### config.mk
export PLATFORM = sky130hd
export DESIGN_NAME = lzd_ctrl
export DESIGN_NICKNAME = d
export VERILOG_FILES = /design/src/rtl/lzd_pkg.sv /design/src/rtl/lzd_ctrl.sv
export VERILOG_INCLUDE_DIRS = /design/src /design/src/rtl
export SDC_FILE = /design/constraint.sdc
export NUM_CORES = 1
export LEC_CHECK = 0
export ABC_AREA = 1
export BUFFER_PORTS_ARGS = -buffer_cell sky130_fd_sc_hd__clkbuf_2
export CAP_MARGIN = 25
export CORE_AREA = 2 2 39 41
export CTS_CLUSTER_DIAMETER = 150
export DETAILED_ROUTE_END_ITERATION = 8
export DIE_AREA = 0 0 41 43
export GPL_ROUTABILITY_DRIVEN = 0
export HOLD_SLACK_MARGIN = 0.15
export MAX_ROUTING_LAYER = met4
export PLACE_DENSITY = 0.39
export SYNTH_ARGS = -nofsm -noshare
export SYNTH_HDL_FRONTEND = slang
export SYNTH_SLANG_ARGS = --single-unit
### constraint.sdc
create_clock -name clk_i -period 1.5 [get_ports clk_i]
set_input_delay 0.3 -clock clk_i [delete_from_list [all_inputs] [get_ports clk_i]]
set_output_delay 0.3 -clock clk_i [all_outputs]
set_load 0.01 [all_outputs]
### src/rtl/assert_macros.svh
// Assertion macros shared by the decompressor modules.
`ifndef ASSERT_MACROS_SVH
`define ASSERT_MACROS_SVH

// Check on every clock edge once reset has been released.
`define LZD_ASSERT(lbl, prop, msg) \
  lbl: assert property (@(posedge clk_i) disable iff (!rst_ni) (prop)) \
    else $error(msg);

// Check on every clock edge, reset included.
`define LZD_ASSERT_ALWAYS(lbl, prop, msg) \
  lbl: assert property (@(posedge clk_i) (prop)) \
    else $error(msg);

`endif

### src/rtl/lzd_pkg.sv
// Types, codes and constants shared by the LZRW1-A decompressor modules.
package lzd_pkg;

  // History depth in bytes.
  localparam int LZD_HIST_DEPTH = 4096;
  // Copy offset width fixed by the item format.
  localparam int OFS_W = 12;
  // Header length in bytes.
  localparam logic [2:0] HDR_LEN = 3'd4;
  // First header byte that selects raw mode.
  localparam logic [7:0] RAW_MARK = 8'h01;
  // Items governed by one control word.
  localparam logic [4:0] ITEMS_PER_CTRL = 5'd16;
  // Copy length bias.
  localparam logic [4:0] LEN_BIAS = 5'd3;

  typedef struct packed {
    logic [7:0] in_byte;
    logic       last_in;
  } in_beat_t;

  typedef struct packed {
    logic [7:0] out_byte;
    logic       byte_valid;
    logic       bad_offset;
    logic       last_of_run;
    logic       end_of_block;
  } out_beat_t;

  typedef enum logic [1:0] {
    PH_CTRL_LO,
    PH_CTRL_HI,
    PH_ITEM,
    PH_OFS_LO
  } phase_e;

  typedef enum logic [1:0] {
    S_ACCEPT,
    S_READ,
    S_WRITE
  } lzd_state_e;

  typedef enum logic [1:0] {
    K_NONE,
    K_EMIT,
    K_COPY
  } lzd_kind_e;

  typedef struct packed {
    logic accept;
    logic read;
    logic write;
  } lzd_cmd_t;

  typedef struct packed {
    lzd_kind_e kind;
    logic      out_free;
    logic      copy_final;
  } lzd_sts_t;

endpackage

### src/rtl/lzd_ctrl.sv
// Sequencer of the decompressor: input acceptance and copy read/write steps.
`include "assert_macros.svh"

module lzd_ctrl import lzd_pkg::*; (
  input  logic     clk_i,
  input  logic     rst_ni,
  input  logic     in_valid_i,
  output logic     in_ready_o,
  input  lzd_sts_t sts_i,
  output lzd_cmd_t cmd_o
);

  lzd_state_e state_q, state_d;

  // State register
  always_ff @(posedge clk_i or negedge rst_ni) begin
    if (!rst_ni) begin
      state_q <= S_ACCEPT;
    end else begin
      state_q <= state_d;
    end
  end

  // Next state and commands
  always_comb begin
    state_d    = state_q;
    in_ready_o = 1'b0;
    cmd_o      = '0;
    unique case (state_q)
      S_ACCEPT: begin
        in_ready_o = sts_i.out_free;
        if (in_valid_i && sts_i.out_free) begin
          cmd_o.accept = 1'b1;
          if (sts_i.kind == K_COPY) begin
            state_d = S_READ;
          end
        end
      end
      S_READ: begin
        cmd_o.read = 1'b1;
        state_d    = S_WRITE;
      end
      S_WRITE: begin
        if (sts_i.out_free) begin
          cmd_o.write = 1'b1;
          state_d     = sts_i.copy_final ? S_ACCEPT : S_READ;
        end
      end
      default: begin
        state_d = S_ACCEPT;
      end
    endcase
  end

  `LZD_ASSERT(a_read_then_write, state_q == S_READ |=> state_q == S_WRITE, "read not followed by write")
  `LZD_ASSERT(a_write_waits, (state_q == S_WRITE && !sts_i.out_free) |=> state_q == S_WRITE, "copy byte left before output freed")
  `LZD_ASSERT(a_no_accept_in_copy, (state_q != S_ACCEPT) |-> !in_ready_o, "input taken during a copy")

endmodule

; Word-level counts from Yosys, hierarchy flattened
; Cells that the tools add are included.
[word_totals]
output_inout_bits = 4
input_bits = 7
elab_cells = 21
reg_bits = 2
[op_classes]
reduce_logical = 3
muxes = 11
eq_ne = 6
[ops]
columns = operator, count
row1 = 2-to-1 mux 1 bit, 7
row2 = 2-to-1 mux 2 bit, 3
row3 = inequality test 2 bit (second input constant), 3
row4 = one-hot mux 2 bit (3 select lines), 1
row5 = == test 2 bit (second input constant), 2
row6 = AND reduction 3 bit, 1
row7 = == test 2 x 1 -> 1 bit (second input constant), 1
row8 = zero test 2 bit, 1
row9 = logical AND 1 bit, 1

; Longest topological paths before layout
; Gate-level depths: netlist (run 1).
[logic_depth]
depth_word = 4
depth_mapped = 4
depth_no_buf = 4

; Worst setup path after synthesis (run 1)
; Ideal clock, no wire load.
[synth_timing]
path_type = flip-flop to output port
startpoint = register state_q[1]
endpoint = output port cmd_o[2] (netlist bit)
arrival_ps = 753
n_path_buf = 0
setup_slack_ps = 447
required_time_ps = 1200
path_stages_with_launch = 4
cell_sequence = dfrtp_1 -> nor2_1 -> inv_1 -> nor2_1
[synth_rtl]
columns = item, line
row1 = "start, declared", lzd_ctrl.sv:13  ; lzd_state_e state_q, state_d;
row2 = "start signal, assigned", lzd_ctrl.sv:20  ; state_q <= state_d;
row3 = "end, declared", lzd_ctrl.sv:10  ; output lzd_cmd_t cmd_o

; Worst setup path in the final report (run 1)
[layout_timing]
startpoint = register state_q[1]
endpoint = output port in_ready_o
[layout_via]
elab_chain_len = 2
[layout_rtl]
columns = item, line
row1 = zero test 2 bit, lzd_ctrl.sv:29  ; unique case (state_q)
row2 = 2-to-1 mux 1 bit, lzd_ctrl.sv:29
row3 = "end, declared", lzd_ctrl.sv:8  ; output logic in_ready_o,
; No other way between the ends.

==> results of run 1 <==
[worst max-delay path: stages (launching register included)]
cell and delay (ns):
dfrtp_1 0.41, nor2_1 0.16, inv_1 0.07, nor2_1 0.08, clkbuf_2 0.13
[how the worst max path moves through the flow]
stage / from / end / slack, ns / cells after the start
after CTS: state_q[1]$_DFFE_PN0P_ / in_ready_o / 0.1 / 4
after global routing: state_q[1]$_DFFE_PN0P_ / in_ready_o / 0.05 / 4
after floorplan: state_q[1]$_DFFE_PN0P_ / cmd_o[2] / 0.45 / 3
after detailed placement: state_q[1]$_DFFE_PN0P_ / in_ready_o / 0.35 / 4
after global placement: state_q[1]$_DFFE_PN0P_ / in_ready_o / 0.34 / 4
final: state_q[1]$_DFFE_PN0P_ / in_ready_o / 0.11 / 4
[power breakdown]
group	leakage (nW)	total (mW)	internal [mW]	switching, mW
clock	0.0138	0.118	0.0882	0.0299
sequential	0.0271	0.0652	0.0593	0.00594
combinational	0.103	0.0473	0.0214	0.0259
[cell type report]
type                            count  area, µm²  share of cell area [%]
Multi-Input combinational cell     13       61.3                    25.9
Tap cell                           16       20.0                    8.47
Timing Repair Buffer               11       60.1                    25.4
Inverter                            6       22.5                    9.52
Clock buffer                        3       22.5                    9.52
Sequential cell                     2       50.0                    21.2
[placed cells by master (no fill, tap or decap)]
master          n
nand2_1         3
nand4_1         1
o21ai_0         1
dfrtp_1         2
nand3_1         2
inv_1           6
nor2_1          5
clkbuf_4        3
clkbuf_2       10
dlygate4sd3_1   1
nor3_2          1
[cells by family after synthesis]
| group | count (synthesis) | share of synthesized area, % |
|---|---|---|
| buf+inv | 7 | 21.2 |
| simple gates | 12 | 39.8 |
| flops | 2 | 35.4 |
| compound gates | 1 | 3.54 |
[what timing repair did]
action | 4_1_cts | 5_1_grt
hold buffers | 1 | 0
endpoints found under the setup margin | 0 | 0
endpoints found under the hold margin | 2 | 0
[metrics by stage]
| stage | area [µm²] | hold WS [ns] | worst slack (ns) | std cells | utilization (%) |
|---|---|---|---|---|---|
| after floorplan | 141 | 0.00441 | 0.447 | 22 | - |
| after global placement | 204 | 0.0904 | 0.340 | 47 | 14.7 |
| after detailed placement | 204 | 0.0914 | 0.346 | 47 | 14.7 |
| after CTS | 236 | 0.325 | 0.0990 | 51 | 17.1 |
| after global routing | 236 | 0.342 | 0.0523 | 51 | 17.1 |
| final | 236 | 0.328 | 0.115 | 51 | 17.1 |
[routing by layer]
metal,share of wire (%),wire length [µm],track usage (%)
met1,46,159,3.85
met2,42,144,5.31
met3,11,38,6.28
met4,0,0,4.00
met5,0,0,-
==> impl_metrics.toml, run 1 <==
[run_status]
outcome = "finished clean"

[final_layout]
regMostFlops = "state_q"
nets = 44
largest_registers = "state_q x2"
largest_register_ffs = 2
drive_gt1_share_pct = 40.0
n_fill_cell = 166
diodes = 0
area_delta_synth_final_pct = 67.3

[grt]
antenna_found_initial = 0
grt.overflow.total = 0
grt_pass1_vias = 145
grt_max_degree = 7
grt_first_pass_wirelength_um = 483
groute.usage.overall_pct = 4.83

[synth]
ys.flop_type = "dfrtp_1"
synth_cell_types = 9
yosysSeqAreaShare_pct = 35.4
yosys.cell_count.top_type = "inv_1"
synthTopCellsByArea = "dfrtp_1, inv_1, nor2_1, nand2_1, nand3_1"
netlist_area_um2 = 141
yosysWarnings = 0
synthArstFlopShare_pct = 100
yosysTopAreaCell = "dfrtp_1"
synth_top_area_share_pct = 35.4
synth_edf_count = 0
synth-seq-cells = 2
synth_cells = 22
netlist_top_cells_count = "inv_1, nor2_1, nand2_1"
synthesis.nets = 29
syn_avg_cell_area_um2 = 6.43

[sta]
fin_crit_ns = 1.39
setup-tns-final_ns = 0
fin_crit_sh_pct = 92.3
slew_headroom_pct = 89.1
worst_slew_pin_slew_ns = 0.164
finClkSkew_ns = 0.00490
grt_setup_unrepaired = "no"
hold_viol = 0
max_freq_mhz = 722
drv_slew = 0
setup_viol = 0

[floorplan]
io_pins = 11
initial_core_util_pct = 10.2
coreArea_um2 = 1380
dieArea_um2 = 1760
die_y_um = 43
rows = 14
die_w_um = 41

[worst_setup_path]
path_class = "register to primary output"
crit_fanout = 6
worstSetupEndpointType = "primary output"
start_kind = "register"
rrSetupSlack_ns = 0.72
required_ns = 1.20
cp.arrival_ns = 1.09
rr_startpoint = "state_q[1]$_DFFE_PN0P_"
reg2reg_to = "state_q[0]$_DFFE_PN0P_"
reg2reg_depth = 3

[clocking]
cts_setup_buffers = 0
numCtsBuffers = 3
cts_resized = 0
cts_buffer_depth = 2
h-tree-depth = 1
insertion_delay_ns = 0.22
path_clk_slew_ns = 0.03
numClockSinks = 2
cts_tree = "yes"
root_buffer = "clkbuf_4"

[placement]
port-buffer-count = 10
dpl.hpwl_um = 274

[detailed_routing]
num_vias = 167
drt-total-wl_um = 343
routedWlPerCell_um = 6.73
dr.pass1.iters = 2
drc_errors = 0
drt_iter0_markers = 1
antenna_left = 0
viasPerCell = 3.27

[hold_path]
hold_depth = 4
min-delay-start = "sts_i[2]"
hp-class = "primary input to register"
min_to = "state_q[0]$_DFFE_PN0P_"

[power]
power_leakage_nw = 0.144
p_total_mw = 0.231
ir_drop_mv = 0.223
power.density_nw_per_um2 = 975

[run]
max_cap_violations = 0
Note: power is estimated with default switching activity, not from simulation.
==> run 2, diff against run 1 <==
- CTS_CLUSTER_SIZE: unset -> 40
- PLACE_DENSITY: 0.39 -> 0.33
==> run 2 against run 1 <==
Net effect:
- via count grew 1.8%
- die area is the same
- non-clock buffer count is the same
- final area grew 1.1%
- sequential power grew 2%
- utilization grew 0.18 points
- worst setup slack gained 0.0068 ns
- clock-buffer cell count is the same
- clock power grew 3%
- largest cell class unchanged
==> impl_metrics.toml, run 2 (same netlist as run 1, synthesis figures left out) <==
[floorplan]
die_y_um = 43
rows = 14
initial_core_util_pct = 10.2
dieArea_um2 = 1760
coreArea_um2 = 1380
io_pins = 11
die_w_um = 41

[detailed_routing]
drc_errors = 0
num_vias = 170
routedWlPerCell_um = 7.61
viasPerCell = 3.33
dr.pass1.iters = 1
antenna_left = 0
drt-total-wl_um = 388
drt_iter0_markers = 0

[sta]
fin_crit_sh_pct = 91.9
finClkSkew_ns = 0.00120
whs_ns = 0.333
grt_setup_unrepaired = "no"
hold_viol = 0
drv_slew = 0
max_freq_mhz = 725
setup-tns-final_ns = 0
fin_crit_ns = 1.38
setup_viol = 0
slew_headroom_pct = 87.1
worst_slew_pin_slew_ns = 0.193

[grt]
antenna_found_initial = 0
groute.usage.overall_pct = 6.26
grt.overflow.total = 0
grt_max_degree = 7
grt_first_pass_wirelength_um = 669
grt_pass1_vias = 172

[placement]
dpl.hpwl_um = 305
port-buffer-count = 10
postPlaceCellArea_um2 = 204

[run_status]
outcome = "finished clean"

[worst_setup_path]
required_ns = 1.20
crit_slowest_cell = "dfrtp_1"
cp.arrival_ns = 1.08
path_cells = "nor2_2 -> inv_1 -> nor2_1 -> clkbuf_2"
worstSetupEndpointType = "primary output"
crit_fanout = 6
start_kind = "register"
max_stage_delay_ns = 0.43
path_class = "register to primary output"

[clocking]
path_clk_slew_ns = 0.03
numClockSinks = 2
numCtsBuffers = 3
insertion_delay_ns = 0.22
h-tree-depth = 1
cts_buffer_depth = 2
root_buffer = "clkbuf_4"
cts_tree = "yes"

[final_layout]
regMostFlops = "state_q"
largest_registers = "state_q x2"
n_fill_cell = 165
final_cell_mix = "clkbuf_2, inv_1, nor2_1, nand2_1, clkbuf_4"
final_common_cell = "clkbuf_2"
final_core_util_pct = 17.3
largest_register_ffs = 2
diodes = 0
final_area_um2 = 239
drive_gt1_share_pct = 42.9
nets = 44
area_delta_synth_final_pct = 69.0

[power]
power_leakage_nw = 0.145
power.density_nw_per_um2 = 990
ir_drop_mv = 0.136

[run]
max_cap_violations = 0

[hold_path]
hp-class = "primary input to register"
[run 2: cell counts in the layout (fill, tap and decap cells not counted)]
Identical to the previous run, type by type.
[run 2: worst paths after layout]
check                                       start                endpoint  slack, ns  cells after the start
setup / recovery           state_q[1]$_DFFE_PN0P_                cmd_o[2]       0.12                      4
hold / removal                           sts_i[2]  state_q[0]$_DFFE_PN0P_       0.33                      4
setup reg to reg           state_q[1]$_DFFE_PN0P_  state_q[0]$_DFFE_PN0P_       0.72                      3
hold reg to reg            state_q[1]$_DFFE_PN0P_  state_q[1]$_DFFE_PN0P_       0.59                      1
max in group asynchronous                  rst_ni  state_q[1]$_DFFE_PN0P_       1.01                      2
min in group asynchronous                  rst_ni  state_q[0]$_DFFE_PN0P_       0.39                      2
[run 2: cell type report]
cell class | instances | area, µm² | area share, %
clock buffer | 3 | 22.5 | 9.42
tap | 16 | 20.0 | 8.38
timing repair buffer | 11 | 60.1 | 25.1
sequential | 2 | 50.0 | 20.9
multi-input combinational | 13 | 63.8 | 26.7
inverter | 6 | 22.5 | 9.42
[run 2: repair_timing]
action / in CTS / in global routing
gates resized for setup: 0 / 1
hold buffers: 1 / 0
endpoints found under the setup margin: 0 / 1
endpoints found under the hold margin: 2 / 0
buffers inserted: 0 / 0
[run 2: critical path: cells and delay by family, from the launching register on]
| kind | cells | cell delay, ns |
|---|---|---|
| buffers and inverters | 2 | 0.19 |
| DFF | 1 | 0.43 |
| and+or+nand+nor | 2 | 0.24 |
[run 2: report_power, final]
| part | switching (mW) | total, mW | internal, mW |
|---|---|---|---|
| Sequential | 0.00730 | 0.0665 | 0.0592 |
| Combinational | 0.0260 | 0.0483 | 0.0222 |
| Clock | 0.0333 | 0.122 | 0.0886 |
| Total | 0.0666 | 0.237 | 0.170 |
[run 2: per-stage QoR]
stage	power (mW)	std cells	worst slack, ns
5_1_grt	0.262	51	0.0308
3_5_place_dp	0.112	47	0.343
2_1_floorplan	0.0924	22	0.447
6_report	0.237	51	0.122
4_1_cts	0.247	51	0.0791
3_3_place_gp	0.113	47	0.353
[run 2: metal layers]
metal	global-route usage (%)	part of all wire, %
met1	8.63	56
met2	5.94	31
met3	1.57	12
met4	8.00	0
met5	-	0
==> run 3, diff against run 2 <==
- ABC_AREA: 1 -> unset
- PLACE_DENSITY: 0.33 -> 0.32
- SKIP_LAST_GASP: unset -> 1
==> run 3 against run 2 <==
Net effect:
- die area is the same
- critical path depth decreased by 1
- final area decreased by 4.2%
- register-to-register slack lost 0.07 ns
- routed wire length decreased by 13%
- critical endpoint unchanged
- synthesized cell count down 36%
- global-route usage grew 0.53 points
==> impl_metrics.toml, run 3 <==
[run_status]
outcome = "finished clean"

[sta]
worst_slew_pin_slew_ns = 0.208
hold_viol = 0
fin_crit_ns = 1.41
setup_viol = 0
setup-tns-final_ns = 0
grt_setup_unrepaired = "no"
max_freq_mhz = 708
worst_slack_ns = 0.0878
finClkSkew_ns = 0.00104
drv_slew = 0
slew_headroom_pct = 86.1
fin_crit_sh_pct = 94.1

[synth]
synthTopCellsByArea = "dfrtp_1, nand2b_4, nand4bb_1, nor2_1, a21o_2"
syn_avg_cell_area_um2 = 9.56
synthArstFlopShare_pct = 100
synth-seq-cells = 2
synth_cells = 14
synth_edf_count = 0
synth_top_area_share_pct = 37.4
ys.flop_type = "dfrtp_1"
synthesis.nets = 21
netlist_area_um2 = 134
yosysTopAreaCell = "dfrtp_1"
netlist_top_cells_count = "nor2_1, dfrtp_1"
synth_cell_types = 11
yosysSeqAreaShare_pct = 37.4
yosysWarnings = 0
yosys.cell_count.top_type = "nor2_1"

[grt]
grt_max_degree = 8
antenna_found_initial = 0
grt_first_pass_wirelength_um = 703
grt.overflow.total = 0
groute.usage.overall_pct = 6.80
grt_pass1_vias = 169

[floorplan]
io_pins = 11
initial_core_util_pct = 9.67
coreArea_um2 = 1380
die_y_um = 43
rows = 14
die_w_um = 41
dieArea_um2 = 1760

[hold_path]
hp-class = "primary input to register"

[final_layout]
largest_registers = "state_q x2"
final_cell_mix = "clkbuf_2, nor2_1, clkbuf_4, dfrtp_1"
regMostFlops = "state_q"
diodes = 0
n_fill_cell = 156
nets = 36
final_common_cell = "clkbuf_2"
area_delta_synth_final_pct = 71.0
drive_gt1_share_pct = 59.3
final_area_um2 = 229
largest_register_ffs = 2

[detailed_routing]
drc_errors = 0
viasPerCell = 3.53
drt-total-wl_um = 338
dr.pass1.iters = 3
num_vias = 152
routedWlPerCell_um = 7.86
antenna_left = 0
drt_iter0_markers = 5

[worst_setup_path]
start_kind = "register"
required_ns = 1.20
path_class = "register to primary output"
crit_fanout = 4
cp.arrival_ns = 1.11
worstSetupEndpointType = "primary output"

[clocking]
cts_setup_buffers = 0
root_buffer = "clkbuf_4"
insertion_delay_ns = 0.22
cts_resized = 0
numCtsBuffers = 3
path_clk_slew_ns = 0.03
cts_buffer_depth = 2
h-tree-depth = 1
cts_tree = "yes"
numClockSinks = 2

[placement]
port-buffer-count = 10
postPlaceCellArea_um2 = 196
pre_cts_slack_ns = 0.308

[power]
power_leakage_nw = 0.118
power.density_nw_per_um2 = 994
ir_drop_mv = 0.221

[run]
max_cap_violations = 0
-- run 3: cell types whose count changed in the layout (fill, tap and decap cells not counted), sizes merged, moves of 2 or more --
| cell | change |
|---|---|
| nand3 | -2 |
| nand2b | +2 |
| inv | -5 |
| nand2 | -3 |
| nor2 | -2 |
-- run 3: final timing paths --
check                                         end  slack (ns)  cells after the start                   start
setup / recovery                         cmd_o[2]        0.09                      3  state_q[0]$_DFFE_PN0P_
hold / removal             state_q[0]$_DFFE_PN0P_        0.34                      3                sts_i[0]
setup reg to reg           state_q[0]$_DFFE_PN0P_        0.65                      2  state_q[1]$_DFFE_PN0P_
hold reg to reg            state_q[0]$_DFFE_PN0P_        0.58                      2  state_q[0]$_DFFE_PN0P_
max in group asynchronous  state_q[1]$_DFFE_PN0P_        1.00                      2                  rst_ni
min in group asynchronous  state_q[0]$_DFFE_PN0P_        0.40                      2                  rst_ni
-- run 3: critical path, cell delays in order, from the launching register on --
cell and delay (ns):
dfrtp_1 0.38, nand2b_4 0.16, nor3b_1 0.19, clkbuf_2 0.16
-- run 3: cells by family (layout without fill, tap and decap cells) --
family	Yosys count	after routing	synth area share (%)
buffers and inverters	2	15	8.41
AND/OR/NAND/NOR	8	8	43.9
flip-flops	2	2	37.4
AO/OA/AOI/OAI	2	2	10.3
-- run 3: metrics by stage --
step	cells	hold WS [ns]	power, mW	utilization, %
after global placement	39	0.0888	0.107	14.2
after detailed placement	39	0.0926	0.109	14.2
final	43	0.337	0.228	16.5
after floorplan	14	0.00441	0.0900	-
after CTS	43	0.331	0.238	16.5
after global routing	43	0.356	0.249	16.5
-- run 3: report_power, final --
part	internal (mW)	switching, mW
Combinational	0.0248	0.0192
Sequential	0.0589	0.00643
Clock	0.0882	0.0301
Total	0.172	0.0557
-- run 3: cell type report --
cell class	instances	area (µm²)	area share (%)
sequential	2	50.0	21.9
inverter	1	3.75	1.64
timing repair buffer	11	60.1	26.2
clock buffer	3	22.5	9.84
tap	16	20.0	8.74
multi-input combinational	10	72.6	31.7
-- run 3: layer usage --
| metal | GRT usage [%] | wire [µm] |
|---|---|---|
| met1 | 7.74 | 175 |
| met2 | 6.56 | 102 |
| met5 | - | 0 |
| met4 | 6.00 | 8 |
| met3 | 6.28 | 52 |
-- run 3: repair_timing --
item,CTS,global route
endpoints found under the setup margin,0,0
endpoints found under the hold margin,2,0
hold buffers,1,0
